===== src/sv/csp_pkg.sv =====
package csp_pkg;

  localparam int CODE_W = 8;
  localparam int DBM_W  = 9;
  localparam int PCT_W  = 7;
  localparam int DEN_W  = DBM_W + 1;
  localparam int NUM_W  = 16;
  localparam int REM_W  = NUM_W + 1;
  localparam int Q_SPLIT = 3;

  localparam logic [CODE_W-1:0] RSSI_TOP  = 8'd31;
  localparam logic [CODE_W-1:0] RSCP_TOP  = 8'd96;
  localparam logic [CODE_W-1:0] RSRP_LOW  = 8'd44;
  localparam logic [CODE_W-1:0] RSRP_HIGH = 8'd140;

  localparam logic signed [DBM_W-1:0] RSSI_BASE     = -9'sd113;
  localparam logic signed [DBM_W-1:0] RSCP_BASE     = -9'sd120;
  localparam logic signed [DBM_W-1:0] NO_SIGNAL_DBM = -9'sd140;
  localparam logic signed [DBM_W-1:0] WEAK_RESET    = -9'sd100;
  localparam logic signed [DBM_W-1:0] STRONG_RESET  = -9'sd60;

  localparam logic [PCT_W-1:0] PCT_MIN = 7'd1;
  localparam logic [PCT_W-1:0] PCT_MAX = 7'd100;

  localparam logic CFG_WEAK   = 1'b0;
  localparam logic CFG_STRONG = 1'b1;

  typedef enum logic [1:0] {
    USED_RSSI,
    USED_RSCP,
    USED_RSRP,
    USED_NONE
  } csp_used_t;

  typedef struct packed {
    logic [CODE_W-1:0] gsm_rssi;
    logic [CODE_W-1:0] lte_rssi;
    logic [CODE_W-1:0] lte_rsrp;
    logic              wcdma_present;
    logic [CODE_W-1:0] wcdma_rssi;
    logic [CODE_W-1:0] wcdma_rscp;
    logic              tdscdma_present;
    logic [CODE_W-1:0] tdscdma_rssi;
    logic [CODE_W-1:0] tdscdma_rscp;
  } csp_report_t;

  typedef struct packed {
    logic signed [DBM_W-1:0] dbm;
    csp_used_t               used;
  } csp_meas_t;

  typedef struct packed {
    csp_meas_t         meas;
    logic [NUM_W-1:0]  rem;
    logic [DEN_W-1:0]  den;
    logic [PCT_W-1:0]  q;
    logic              at_weak;
    logic              at_strong;
  } csp_div_t;

  typedef struct packed {
    logic signed [DBM_W-1:0] dbm;
    logic [PCT_W-1:0]        pct;
    csp_used_t               used;
  } csp_result_t;

endpackage


===== src/sv/csp_if.sv =====
interface csp_in_if;
  logic       valid;
  logic       ready;
  logic [7:0] gsm_rssi;
  logic [7:0] lte_rssi;
  logic [7:0] lte_rsrp;
  logic       wcdma_present;
  logic [7:0] wcdma_rssi;
  logic [7:0] wcdma_rscp;
  logic       tdscdma_present;
  logic [7:0] tdscdma_rssi;
  logic [7:0] tdscdma_rscp;

  modport source (
    output valid, gsm_rssi, lte_rssi, lte_rsrp, wcdma_present, wcdma_rssi,
           wcdma_rscp, tdscdma_present, tdscdma_rssi, tdscdma_rscp,
    input  ready
  );
  modport sink (
    input  valid, gsm_rssi, lte_rssi, lte_rsrp, wcdma_present, wcdma_rssi,
           wcdma_rscp, tdscdma_present, tdscdma_rssi, tdscdma_rscp,
    output ready
  );
endinterface

interface csp_out_if;
  logic              valid;
  logic              ready;
  logic signed [8:0] strength_dbm;
  logic [6:0]        strength_percent;
  logic [1:0]        measure_used;

  modport source (
    output valid, strength_dbm, strength_percent, measure_used,
    input  ready
  );
  modport sink (
    input  valid, strength_dbm, strength_percent, measure_used,
    output ready
  );
endinterface


===== src/sv/csp_select.sv =====
module csp_select (
  input  logic                clk,
  input  logic                rst_n,
  input  logic                adv,
  input  logic                valid_i,
  input  csp_pkg::csp_report_t rpt_i,
  output logic                valid_o,
  output csp_pkg::csp_meas_t  meas_o
);
  import csp_pkg::*;

  logic [3:0][CODE_W-1:0] rssi_code;
  logic [3:0]             rssi_en;
  logic [4:0]             rssi_best;
  logic                   rssi_any;
  logic [6:0]             rscp_best;
  logic                   rscp_any;
  logic                   w_ok;
  logic                   t_ok;
  logic                   rsrp_ok;
  csp_meas_t              meas_nxt;
  csp_meas_t              meas_r;
  logic                   valid_r;

  assign rssi_code = {rpt_i.tdscdma_rssi, rpt_i.wcdma_rssi, rpt_i.lte_rssi, rpt_i.gsm_rssi};
  assign rssi_en   = {rpt_i.tdscdma_present, rpt_i.wcdma_present, 2'b11};

  always_comb begin
    rssi_any  = 1'b0;
    rssi_best = '0;
    for (int i = 0; i < 4; i++) begin
      if (rssi_en[i] && rssi_code[i] <= RSSI_TOP &&
          (!rssi_any || rssi_code[i][4:0] > rssi_best)) begin
        rssi_any  = 1'b1;
        rssi_best = rssi_code[i][4:0];
      end
    end
  end

  assign w_ok    = rpt_i.wcdma_present && rpt_i.wcdma_rscp <= RSCP_TOP;
  assign t_ok    = rpt_i.tdscdma_present && rpt_i.tdscdma_rscp <= RSCP_TOP;
  assign rsrp_ok = rpt_i.lte_rsrp >= RSRP_LOW && rpt_i.lte_rsrp <= RSRP_HIGH;

  always_comb begin
    rscp_any  = w_ok || t_ok;
    rscp_best = '0;
    if (w_ok && t_ok) begin
      rscp_best = (rpt_i.wcdma_rscp > rpt_i.tdscdma_rscp) ? rpt_i.wcdma_rscp[6:0]
                                                           : rpt_i.tdscdma_rscp[6:0];
    end else if (w_ok) begin
      rscp_best = rpt_i.wcdma_rscp[6:0];
    end else if (t_ok) begin
      rscp_best = rpt_i.tdscdma_rscp[6:0];
    end
  end

  always_comb begin
    if (rssi_any) begin
      meas_nxt.dbm  = RSSI_BASE + $signed({3'b000, rssi_best, 1'b0});
      meas_nxt.used = USED_RSSI;
    end else if (rscp_any) begin
      meas_nxt.dbm  = RSCP_BASE + $signed({2'b00, rscp_best});
      meas_nxt.used = USED_RSCP;
    end else if (rsrp_ok) begin
      meas_nxt.dbm  = 9'sd0 - $signed({1'b0, rpt_i.lte_rsrp});
      meas_nxt.used = USED_RSRP;
    end else begin
      meas_nxt.dbm  = NO_SIGNAL_DBM;
      meas_nxt.used = USED_NONE;
    end
  end

  always_ff @(posedge clk) begin
    if (!rst_n) begin
      valid_r <= 1'b0;
    end else if (adv) begin
      valid_r <= valid_i;
    end
  end

  always_ff @(posedge clk) begin
    if (adv) begin
      meas_r <= meas_nxt;
    end
  end

  assign valid_o = valid_r;
  assign meas_o  = meas_r;

endmodule


===== src/sv/csp_scale.sv =====
module csp_scale (
  input  logic                          clk,
  input  logic                          rst_n,
  input  logic                          adv,
  input  logic                          valid_i,
  input  csp_pkg::csp_meas_t            meas_i,
  input  logic signed [csp_pkg::DBM_W-1:0] weak_i,
  input  logic signed [csp_pkg::DBM_W-1:0] strong_i,
  output logic                          valid_o,
  output csp_pkg::csp_div_t             div_o
);
  import csp_pkg::*;

  logic signed [DEN_W-1:0] diff;
  logic signed [DEN_W-1:0] span;
  csp_div_t                div_nxt;
  csp_div_t                div_r;
  logic                    valid_r;

  assign diff = DEN_W'(meas_i.dbm) - DEN_W'(weak_i);
  assign span = DEN_W'(strong_i) - DEN_W'(weak_i);

  always_comb begin
    div_nxt.meas      = meas_i;
    div_nxt.rem       = {7'b0, diff[8:0]} * NUM_W'(PCT_MAX);
    div_nxt.den       = span;
    div_nxt.q         = '0;
    div_nxt.at_weak   = diff <= 10'sd0;
    div_nxt.at_strong = meas_i.dbm >= strong_i;
  end

  always_ff @(posedge clk) begin
    if (!rst_n) begin
      valid_r <= 1'b0;
    end else if (adv) begin
      valid_r <= valid_i;
    end
  end

  always_ff @(posedge clk) begin
    if (adv) begin
      div_r <= div_nxt;
    end
  end

  assign valid_o = valid_r;
  assign div_o   = div_r;

endmodule


===== src/sv/csp_div.sv =====
module csp_div (
  input  logic                 clk,
  input  logic                 rst_n,
  input  logic                 adv,
  input  logic                 valid_i,
  input  csp_pkg::csp_div_t    div_i,
  output logic                 valid_o,
  output csp_pkg::csp_result_t res_o
);
  import csp_pkg::*;

  csp_div_t         hi_nxt;
  csp_div_t         hi_r;
  csp_div_t         lo_full;
  csp_result_t      res_nxt;
  csp_result_t      res_r;
  logic             hi_valid_r;
  logic             res_valid_r;
  logic [REM_W-1:0] trial_hi;
  logic [REM_W-1:0] trial_lo;

  // quotient bits 6..3
  always_comb begin
    hi_nxt   = div_i;
    trial_hi = '0;
    for (int k = PCT_W - 1; k >= Q_SPLIT; k--) begin
      trial_hi = {1'b0, hi_nxt.rem} - ({7'b0, hi_nxt.den} << k);
      if (!trial_hi[REM_W-1]) begin
        hi_nxt.rem  = trial_hi[NUM_W-1:0];
        hi_nxt.q[k] = 1'b1;
      end
    end
  end

  // quotient bits 2..0
  always_comb begin
    lo_full  = hi_r;
    trial_lo = '0;
    for (int k = Q_SPLIT - 1; k >= 0; k--) begin
      trial_lo = {1'b0, lo_full.rem} - ({7'b0, lo_full.den} << k);
      if (!trial_lo[REM_W-1]) begin
        lo_full.rem  = trial_lo[NUM_W-1:0];
        lo_full.q[k] = 1'b1;
      end
    end
  end

  always_comb begin
    res_nxt.dbm  = lo_full.meas.dbm;
    res_nxt.used = lo_full.meas.used;
    if (lo_full.at_weak) begin
      res_nxt.pct = PCT_MIN;
    end else if (lo_full.at_strong) begin
      res_nxt.pct = PCT_MAX;
    end else begin
      res_nxt.pct = lo_full.q;
    end
  end

  always_ff @(posedge clk) begin
    if (!rst_n) begin
      hi_valid_r  <= 1'b0;
      res_valid_r <= 1'b0;
    end else if (adv) begin
      hi_valid_r  <= valid_i;
      res_valid_r <= hi_valid_r;
    end
  end

  always_ff @(posedge clk) begin
    if (adv) begin
      hi_r  <= hi_nxt;
      res_r <= res_nxt;
    end
  end

  assign valid_o = res_valid_r;
  assign res_o   = res_r;

endmodule


===== src/sv/cellular_signal_strength_percent.sv =====
// Channel  Dir  Handshake      Payload
// in_ch    in   valid/ready    radio report (RSSI, RSCP, RSRP codes, present bits)
// out_ch   out  valid/ready    strength_dbm, strength_percent, measure_used
// cfg_*    in   cfg_we         cfg_idx selects weak/strong threshold, cfg_data 9 bits
//
// Four register stages: measure select, threshold compare and scale,
// then two divider stages (four and three quotient bits).
// One request per cycle unless out_ch stalls.
// Synchronous active-low reset empties the pipe and restores -100/-60 dBm.
// A stall on out_ch freezes every stage; in_ch.ready drops only while the
// last stage holds a result that is not taken.
module cellular_signal_strength_percent (
  input  logic                       clk,
  input  logic                       rst_n,
  csp_in_if.sink                     in_ch,
  csp_out_if.source                  out_ch,
  input  logic                       cfg_we,
  input  logic                       cfg_idx,
  input  logic [csp_pkg::DBM_W-1:0]  cfg_data
);
  import csp_pkg::*;

  logic signed [DBM_W-1:0] weak_r;
  logic signed [DBM_W-1:0] weak_nxt;
  logic signed [DBM_W-1:0] strong_r;
  logic signed [DBM_W-1:0] strong_nxt;
  logic                    adv;
  csp_report_t             rpt;
  logic                    s1_valid;
  csp_meas_t               s1_meas;
  logic                    s2_valid;
  csp_div_t                s2_div;
  logic                    s4_valid;
  csp_result_t             s4_res;

  always_comb begin
    weak_nxt   = weak_r;
    strong_nxt = strong_r;
    if (cfg_we) begin
      case (cfg_idx)
        CFG_WEAK:   weak_nxt   = $signed(cfg_data);
        CFG_STRONG: strong_nxt = $signed(cfg_data);
        default:    ;
      endcase
    end
  end

  always_ff @(posedge clk) begin
    if (!rst_n) begin
      weak_r   <= WEAK_RESET;
      strong_r <= STRONG_RESET;
    end else begin
      weak_r   <= weak_nxt;
      strong_r <= strong_nxt;
    end
  end

  assign adv         = out_ch.ready || !s4_valid;
  assign in_ch.ready = adv;

  assign rpt.gsm_rssi        = in_ch.gsm_rssi;
  assign rpt.lte_rssi        = in_ch.lte_rssi;
  assign rpt.lte_rsrp        = in_ch.lte_rsrp;
  assign rpt.wcdma_present   = in_ch.wcdma_present;
  assign rpt.wcdma_rssi      = in_ch.wcdma_rssi;
  assign rpt.wcdma_rscp      = in_ch.wcdma_rscp;
  assign rpt.tdscdma_present = in_ch.tdscdma_present;
  assign rpt.tdscdma_rssi    = in_ch.tdscdma_rssi;
  assign rpt.tdscdma_rscp    = in_ch.tdscdma_rscp;

  csp_select u_select (
    .clk     (clk),
    .rst_n   (rst_n),
    .adv     (adv),
    .valid_i (in_ch.valid),
    .rpt_i   (rpt),
    .valid_o (s1_valid),
    .meas_o  (s1_meas)
  );

  csp_scale u_scale (
    .clk      (clk),
    .rst_n    (rst_n),
    .adv      (adv),
    .valid_i  (s1_valid),
    .meas_i   (s1_meas),
    .weak_i   (weak_r),
    .strong_i (strong_r),
    .valid_o  (s2_valid),
    .div_o    (s2_div)
  );

  csp_div u_div (
    .clk     (clk),
    .rst_n   (rst_n),
    .adv     (adv),
    .valid_i (s2_valid),
    .div_i   (s2_div),
    .valid_o (s4_valid),
    .res_o   (s4_res)
  );

  assign out_ch.valid            = s4_valid;
  assign out_ch.strength_dbm     = s4_res.dbm;
  assign out_ch.strength_percent = s4_res.pct;
  assign out_ch.measure_used     = s4_res.used;

`ifndef SYNTHESIS
  a_none_dbm: assert property (@(posedge clk) disable iff (!rst_n)
    out_ch.valid && out_ch.measure_used == USED_NONE |-> out_ch.strength_dbm == NO_SIGNAL_DBM)
    else $error("no-signal result without -140 dBm");

  a_rssi_odd: assert property (@(posedge clk) disable iff (!rst_n)
    out_ch.valid && out_ch.measure_used == USED_RSSI |-> out_ch.strength_dbm[0])
    else $error("RSSI-derived level not odd");

  a_pct_range: assert property (@(posedge clk) disable iff (!rst_n)
    out_ch.valid |-> out_ch.strength_percent <= PCT_MAX)
    else $error("percent above 100");

  a_stall_hold: assert property (@(posedge clk) disable iff (!rst_n)
    s2_valid && !adv |=> s2_valid && $stable(s2_div))
    else $error("mid-pipe request lost during stall");
`endif

endmodule


===== src/flat_wrapper.sv =====
// flat-port wrapper written by rule: the top's interface ports become plain ports
module cellular_signal_strength_percent_flat import csp_pkg::*;
  (clk, rst_n, cfg_we, cfg_idx, cfg_data, in_ch_valid, in_ch_gsm_rssi, in_ch_lte_rssi, in_ch_lte_rsrp, in_ch_wcdma_present, in_ch_wcdma_rssi, in_ch_wcdma_rscp, in_ch_tdscdma_present, in_ch_tdscdma_rssi, in_ch_tdscdma_rscp, in_ch_ready, out_ch_valid, out_ch_strength_dbm, out_ch_strength_percent, out_ch_measure_used, out_ch_ready);
  csp_in_if in_ch_i ();
  csp_out_if out_ch_i ();
  input  logic clk;
  input  logic rst_n;
  input  logic cfg_we;
  input  logic cfg_idx;
  input  logic [csp_pkg::DBM_W-1:0] cfg_data;
  input wire logic [$bits(in_ch_i.valid)-1:0] in_ch_valid;
  input wire logic [$bits(in_ch_i.gsm_rssi)-1:0] in_ch_gsm_rssi;
  input wire logic [$bits(in_ch_i.lte_rssi)-1:0] in_ch_lte_rssi;
  input wire logic [$bits(in_ch_i.lte_rsrp)-1:0] in_ch_lte_rsrp;
  input wire logic [$bits(in_ch_i.wcdma_present)-1:0] in_ch_wcdma_present;
  input wire logic [$bits(in_ch_i.wcdma_rssi)-1:0] in_ch_wcdma_rssi;
  input wire logic [$bits(in_ch_i.wcdma_rscp)-1:0] in_ch_wcdma_rscp;
  input wire logic [$bits(in_ch_i.tdscdma_present)-1:0] in_ch_tdscdma_present;
  input wire logic [$bits(in_ch_i.tdscdma_rssi)-1:0] in_ch_tdscdma_rssi;
  input wire logic [$bits(in_ch_i.tdscdma_rscp)-1:0] in_ch_tdscdma_rscp;
  output wire logic [$bits(in_ch_i.ready)-1:0] in_ch_ready;
  output wire logic [$bits(out_ch_i.valid)-1:0] out_ch_valid;
  output wire logic [$bits(out_ch_i.strength_dbm)-1:0] out_ch_strength_dbm;
  output wire logic [$bits(out_ch_i.strength_percent)-1:0] out_ch_strength_percent;
  output wire logic [$bits(out_ch_i.measure_used)-1:0] out_ch_measure_used;
  input wire logic [$bits(out_ch_i.ready)-1:0] out_ch_ready;
  assign in_ch_i.valid = in_ch_valid;
  assign in_ch_i.gsm_rssi = in_ch_gsm_rssi;
  assign in_ch_i.lte_rssi = in_ch_lte_rssi;
  assign in_ch_i.lte_rsrp = in_ch_lte_rsrp;
  assign in_ch_i.wcdma_present = in_ch_wcdma_present;
  assign in_ch_i.wcdma_rssi = in_ch_wcdma_rssi;
  assign in_ch_i.wcdma_rscp = in_ch_wcdma_rscp;
  assign in_ch_i.tdscdma_present = in_ch_tdscdma_present;
  assign in_ch_i.tdscdma_rssi = in_ch_tdscdma_rssi;
  assign in_ch_i.tdscdma_rscp = in_ch_tdscdma_rscp;
  assign in_ch_ready = in_ch_i.ready;
  assign out_ch_valid = out_ch_i.valid;
  assign out_ch_strength_dbm = out_ch_i.strength_dbm;
  assign out_ch_strength_percent = out_ch_i.strength_percent;
  assign out_ch_measure_used = out_ch_i.measure_used;
  assign out_ch_i.ready = out_ch_ready;
  cellular_signal_strength_percent u_core (.clk(clk), .rst_n(rst_n), .in_ch(in_ch_i), .out_ch(out_ch_i), .cfg_we(cfg_we), .cfg_idx(cfg_idx), .cfg_data(cfg_data));
endmodule

===== config.mk =====
export PLATFORM = sky130hd
export DESIGN_NAME = cellular_signal_strength_percent_flat
export DESIGN_NICKNAME = d
export VERILOG_FILES = /design/src/sv/csp_pkg.sv /design/src/sv/csp_if.sv /design/src/sv/csp_select.sv /design/src/sv/csp_scale.sv /design/src/sv/csp_div.sv /design/src/sv/cellular_signal_strength_percent.sv /design/src/flat_wrapper.sv
export SDC_FILE = /design/constraint.sdc
export NUM_CORES = 1
export LEC_CHECK = 0
export BUFFER_PORTS_ARGS = -buffer_cell sky130_fd_sc_hd__buf_4
export CORE_MARGIN = 4
export CORE_UTILIZATION = 45
export DETAILED_ROUTE_END_ITERATION = 8
export GPL_TIMING_DRIVEN = 0
export PLACE_DENSITY = 0.72
export SYNTH_ARGS = -nofsm -noshare
export SYNTH_HDL_FRONTEND = slang
export SYNTH_SLANG_ARGS = --single-unit

===== constraint.sdc =====
create_clock -name clk -period 13.58 [get_ports clk]
set_input_delay 1.358 -clock clk [delete_from_list [all_inputs] [get_ports clk]]
set_output_delay 1.358 -clock clk [all_outputs]
set_load 0.02 [all_outputs]

# [After elaboration in Yosys (flattened, before gate mapping)]
# Cells that the tools add are included.
[totals] ff_bits=131 out_inout_bits=20 inputBits=73 elab_cells=104
[op_classes] reduce_logical=22 order_cmp=14 addsub=12 bitwise_logic=1 n_mux=25 multipliers=1
[op_table] cell="two-way mux 16 bit" n=6
[op_table] cell="two-way mux 7 bit" n=5
[op_table] cell="two-way mux 11 bit" n=3
[op_table] cell="<= comparator 8 x 5 -> 1 bit (second input constant)" n=4
[op_table] cell="two-way mux 5 bit" n=4
[op_table] cell="subtractor 9 x 9 -> 10 bit" n=2
[op_table] cell="subtractor 16 x 10 -> 17 bit" n=1
[op_table] cell="subtractor 16 x 11 -> 17 bit" n=1
[op_table] cell="subtractor 16 x 12 -> 17 bit" n=1
[op_table] cell="subtractor 16 x 13 -> 17 bit" n=1
[op_table] cell="subtractor 16 x 14 -> 17 bit" n=1
[op_table] cell="subtractor 16 x 15 -> 17 bit" n=1
[op_table] cell="subtractor 16 x 16 -> 17 bit" n=1
[op_table] cell="<= comparator 8 x 7 -> 1 bit (second input constant)" n=2
[op_table] cell="greater-than comparator 5 bit" n=3
[op_table] cell="multiplier 9 x 5 -> 14 bit (second input constant)" n=1
[op_table] cell="<= comparator 10 x 1 -> 1 bit (second input constant)" n=1
[op_table] cell="adder 8 x 7 -> 9 bit (first input constant)" n=1
[op_table] cell="adder 8 x 8 -> 9 bit (first input constant)" n=1
[op_table] cell="greater-or-equal comparator 9 bit" n=1
[op_table] cell="logical AND 1 bit" n=9
[op_table] cell="subtractor 1 x 8 -> 9 bit (first input constant)" n=1
[op_table] cell="greater-or-equal comparator 8 x 6 -> 1 bit (second input constant)" n=1
[op_table] cell="greater-than comparator 8 bit" n=1
[op_table] cell="other kinds (7)" n=22

# [Depth between registers and ports, before layout]
[depth] word_depth=16 depth_mapped=42

# [Modules after synthesis]
# From an unflattened synthesis, not the netlist that was laid out.
[unflattened] cells_unflattened=1179 area_unflattened_um2=11628.7
[modules_own_cells] mod="csp_div" cells_each=596 area_each_um2=5931.9 n_inst=1
[modules_own_cells] mod="csp_scale" cells_each=290 area_each_um2=3104.2 n_inst=1
[modules_own_cells] mod="csp_select" cells_each=212 area_each_um2=1821.7 n_inst=1
[modules_own_cells] mod="cellular_signal_strength_percent" cells_each=81 area_each_um2=770.7 n_inst=1

# [Least setup slack after synthesis]
# Ideal clock, no wire load.
[synth_path] path_type="flip-flop to flip-flop" startpoint="register u_core.u_scale.div_r, in the netlist u_core.u_scale.div_o[10]" endpoint="register u_core.u_div.hi_r[26] (netlist bit), data pin" setup_time_ps=262 arrival_time_ps=9025 synth_period_minus_slack_ps=9287 setup_slack_ps=4293 stages_incl_launch_ff=37 n_path_buf=4 path_cell_list="edfxtp_1 > inv_1 > fa_1 > a211oi_2 > o21ai_2 > a21oi_4 > clkbuf_1 > mux2_2 > ha_1 > o21a_1 > o31a_1 > or4_4 > a311oi_4 > or2b_2 > nand2_1 > buf_4 > mux2_2 > ha_1 > nor2b_1 > o21ai_1 > nand2b_1 > a21o_1 > a2111oi_1 > o41a_1 > nand3_2 > buf_4 > a21oi_1 > ha_1 > a21oi_1 > o21ai_0 > and2_1 > o21ai_0 > a21oi_1 > a311oi_1 > o2111ai_2 > buf_6 > mux2_1"
[synth_lines] item="from (decl)" line="csp_scale.sv:17" text="csp_div_t div_r;"
[synth_lines] item="from (signal assigned)" line="csp_scale.sv:42" text="div_r <= div_nxt;"
[synth_lines] item="to (signal assigned)" line="csp_div.sv:72" text="hi_r <= hi_nxt;"
[synth_lines] item="to (decl)" line="csp_div.sv:13" text="csp_div_t hi_r;"

==> results.sh <==
export IMPL_status="finished, final reports clean"
export IMPL_netlist_area_leader_share=0.295
export IMPL_rr_endpoint="u_core.u_div.hi_r[29]$_DFFE_PP_"
export IMPL_fmax_ghz=0.0910
export IMPL_wire_per_inst_microns=14.9
export IMPL_relSlewSlack=0.437
export IMPL_cts_hold_fix_buffers=0
export IMPL_ys_ff_latch=129
export IMPL_ant_nets=0
export IMPL_clk_pin_slew_ns=0.06
export IMPL_drc=0
export IMPL_cts_setup_buffers=0
export IMPL_core_area_sq_um=23600
export IMPL_cpMaxStageDelayCell="a311oi_1"
export IMPL_clock_latency_ns=0.42
export IMPL_routed_via_count=8427
export IMPL_ys_warn_count=0
export IMPL_grt_max_degree=81
export IMPL_synth_area_leaders="edfxtp_1, ha_1, dfxtp_1"
export IMPL_cts_buffers=17
export IMPL_clock_sinks=129
export IMPL_n_fill_cell=2087
export IMPL_timing_rr_start="u_core.u_scale.div_o[9]$_DFFE_PP_"
export IMPL_hold_start="u_core.u_scale.div_o[40]$_DFFE_PP_"
export IMPL_drive_above_1_share=0.150
export IMPL_cts_tree="yes"
export IMPL_multi_input_area_sq_um=6720
export IMPL_worstSetupPathType="flip-flop to flip-flop"
export IMPL_drtPass1Iterations=5
export IMPL_critPathMaxFanout=10
export IMPL_setup_violations=0
export IMPL_hold_class="flip-flop to flip-flop"
export IMPL_synth_cell_types=86
export IMPL_worstRegToRegCells=37
export IMPL_seqCellArea_sq_um=3650
export IMPL_crit_path_end_kind="flip-flop"
export IMPL_synth_fp_nets=1352
export IMPL_via_per_inst=5.42
export IMPL_crit_arrival_ns=11.15
export IMPL_min_path_cells=0
export IMPL_rrSetupSlack_ns=2.59
export IMPL_chipHeight_microns=163
export IMPL_drv_slew=0
export IMPL_area_growth_pct=16.0
export IMPL_netlist_area_sq_um=10900
export IMPL_crit_top_cell="ha_1"
export IMPL_cap_violations=0
export IMPL_fin_setup_tns_ns=0
export IMPL_seq_area_frac_synth=0.336
export IMPL_finalCriticalPeriod_ns=10.99
export IMPL_io_pin_count=93
export IMPL_diodes=0
export IMPL_io_buffers=92
export IMPL_start_util=0.461
export IMPL_synth_top_area_cell="edfxtp_1"
export IMPL_groute_usage_overall=0.174
export IMPL_critPathLaunch="u_core.u_scale.div_o[9]$_DFFE_PP_"
export IMPL_final_nets=1464
export IMPL_grt_pass1_vias=8337
export IMPL_place_congestion=0.885
export IMPL_clockRootBuffer="clkbuf_16"
export IMPL_num_rows=56
export IMPL_routed_wl_microns=23200
export IMPL_hold_viol=0
export IMPL_cpPeakStageDelay_ns=0.77
export IMPL_grt_overflow=0
export IMPL_drt_iter0_drc=417
export IMPL_synth_flop_cell="edfxtp_1"
export IMPL_synth_edf_count=107
export IMPL_critPathRequiredTime_ns=13.74
export IMPL_dp_hpwl_microns=18600
export IMPL_async_flop_share=0
export IMPL_antenna_found_initial=0
export IMPL_period_share=0.809
export IMPL_max_clock_path_buffers=2
export IMPL_post_cts_resized=0
export IMPL_h_tree_depth=4
export IMPL_syn_avg_cell_area_sq_um=9.79
export IMPL_chipWidth_microns=163
export IMPL_holdPathEnd="u_core.u_div.hi_r[40]$_DFFE_PP_"
export IMPL_start_kind="flip-flop"
export IMPL_grt_setup_unrepaired="false"
export IMPL_synth_cells=1111
export IMPL_worst_pin_slew_ns=0.839
export IMPL_grt_first_pass_wirelength_microns=38200
export IMPL_die_area_sq_um=26700
export IMPL_final_setup_skew_ns=0.00974
==> flip-flops by register name, summed over array words and instances, names as in the netlist <==
name	flops
u_core.u_div.hi_r	41
u_core.u_scale.div_o	37
u_core.u_div.res_o	18
u_core.u_select.meas_o	11
u_core.strong_r	9
u_core.weak_r	9
u_core.u_div.hi_valid_r	1
u_core.u_div.valid_o	1
u_core.u_scale.valid_o	1
u_core.u_select.valid_o	1
==> metal layers <==
layer	track usage	vias to the layer above	wire, microns
met5	0	-	0
met3	0.0288	17	939
li1	-	4287	-
met4	0.0469	0	283
met2	0.306	174	11300
met1	0.222	3949	10700
==> cell families after synthesis <==
kind of cell             Yosys count  share of synthesized area
AO/OA/AOI/OAI                    304                      0.194
XOR/XNOR                          66                     0.0532
adder cells (fa/ha/maj)          168                      0.202
buffers and inverters            129                     0.0462
flip-flops                       129                      0.336
multiplexers                      45                     0.0464
other                              1                   0.000345
AND/OR/NAND/NOR                  269                      0.122
==> Yosys cell counts, types with 4 or more instances <==
cell / instances
a21boi_0: 13
a31oi_1: 12
xnor2_1: 47
xor2_1: 19
a22o_1: 4
nand2b_1: 15
nor2b_1: 31
a22oi_1: 5
o21bai_1: 15
o21a_1: 22
or2_2: 6
mux2_1: 6
dfxtp_1: 22
o21ai_0: 46
mux2_2: 26
ha_1: 156
o211ai_1: 16
a21o_1: 25
nor2_1: 70
a221oi_1: 6
o22ai_1: 5
fa_1: 12
edfxtp_1: 107
nor4_1: 4
mux2i_1: 10
nand2_1: 78
or3_1: 4
clkbuf_1: 11
o31ai_1: 9
and2_1: 10
inv_1: 114
a211oi_1: 7
nor3_1: 16
nand3_1: 14
a21oi_1: 74
==> cells in the final DEF (no fill, tap or decap), types with 9 or more instances in the layout <==
master / count
ha_1: 156
inv_1: 113
edfxtp_1: 107
buf_4: 95
nand2_1: 78
a21oi_1: 74
nor2_1: 70
xnor2_1: 47
o21ai_0: 46
nor2b_1: 31
mux2_2: 26
a21o_1: 25
o21a_1: 22
dfxtp_1: 22
xor2_1: 19
clkbuf_16: 17
o211ai_1: 16
nor3_1: 16
nand2b_1: 15
o21bai_1: 15
nand3_1: 14
a21boi_0: 13
a31oi_1: 12
fa_1: 12
clkbuf_1: 11
mux2i_1: 10
and2_1: 10
o31ai_1: 9
==> stage by stage <==
stage               instance area [sq um]  std cells  utilization  hold WS [ns]  worst slack [ns]
detailed placement                  12000       1523        0.508         0.405              2.65
floorplan                           10900       1111            -         0.400              4.29
finish                              12600       1555        0.534         0.420              2.59
global route                        12600       1555        0.534         0.426              1.92
global placement                    12000       1522        0.507         0.401              2.89
CTS                                 12600       1555        0.534         0.419              2.59
==> cell type report <==
class,count,area share
Buffer,15,0.00595
Clock inverter,15,0.0154
Timing Repair Buffer,93,0.0569
Inverter,114,0.0341
Clock buffer,17,0.0337
Sequential cell,129,0.290
Tap cell,319,0.0316
Multi-Input combinational cell,853,0.533
==> worst max-delay path: cells and delay by family, from the launching register on <==
family	cells	cell delay, ns
muxes	3	1.01
and+or+nand+nor	7	1.48
DFF	1	0.49
AOI/OAI and AO/OA	17	4.92
buffers and inverters	5	1.18
adders and majority gates	5	1.64
==> how the worst max path moves through the flow <==
stage | end | slack (ns) | depth (start not counted)
after detailed placement | u_core.u_div.hi_r[29]$_DFFE_PP_ | 2.65 | 37
after global routing | u_core.u_div.hi_r[28]$_DFFE_PP_ | 1.92 | 37
after floorplan | u_core.u_div.hi_r[26]$_DFFE_PP_ | 4.29 | 36
after CTS | u_core.u_div.hi_r[26]$_DFFE_PP_ | 2.59 | 37
after global placement | u_core.u_div.hi_r[26]$_DFFE_PP_ | 2.89 | 37
final | u_core.u_div.hi_r[29]$_DFFE_PP_ | 2.59 | 37
Power is left out: the tool's default activity adds up to more than one toggle a clock period on the data nets, which glitch-free logic cannot reach.
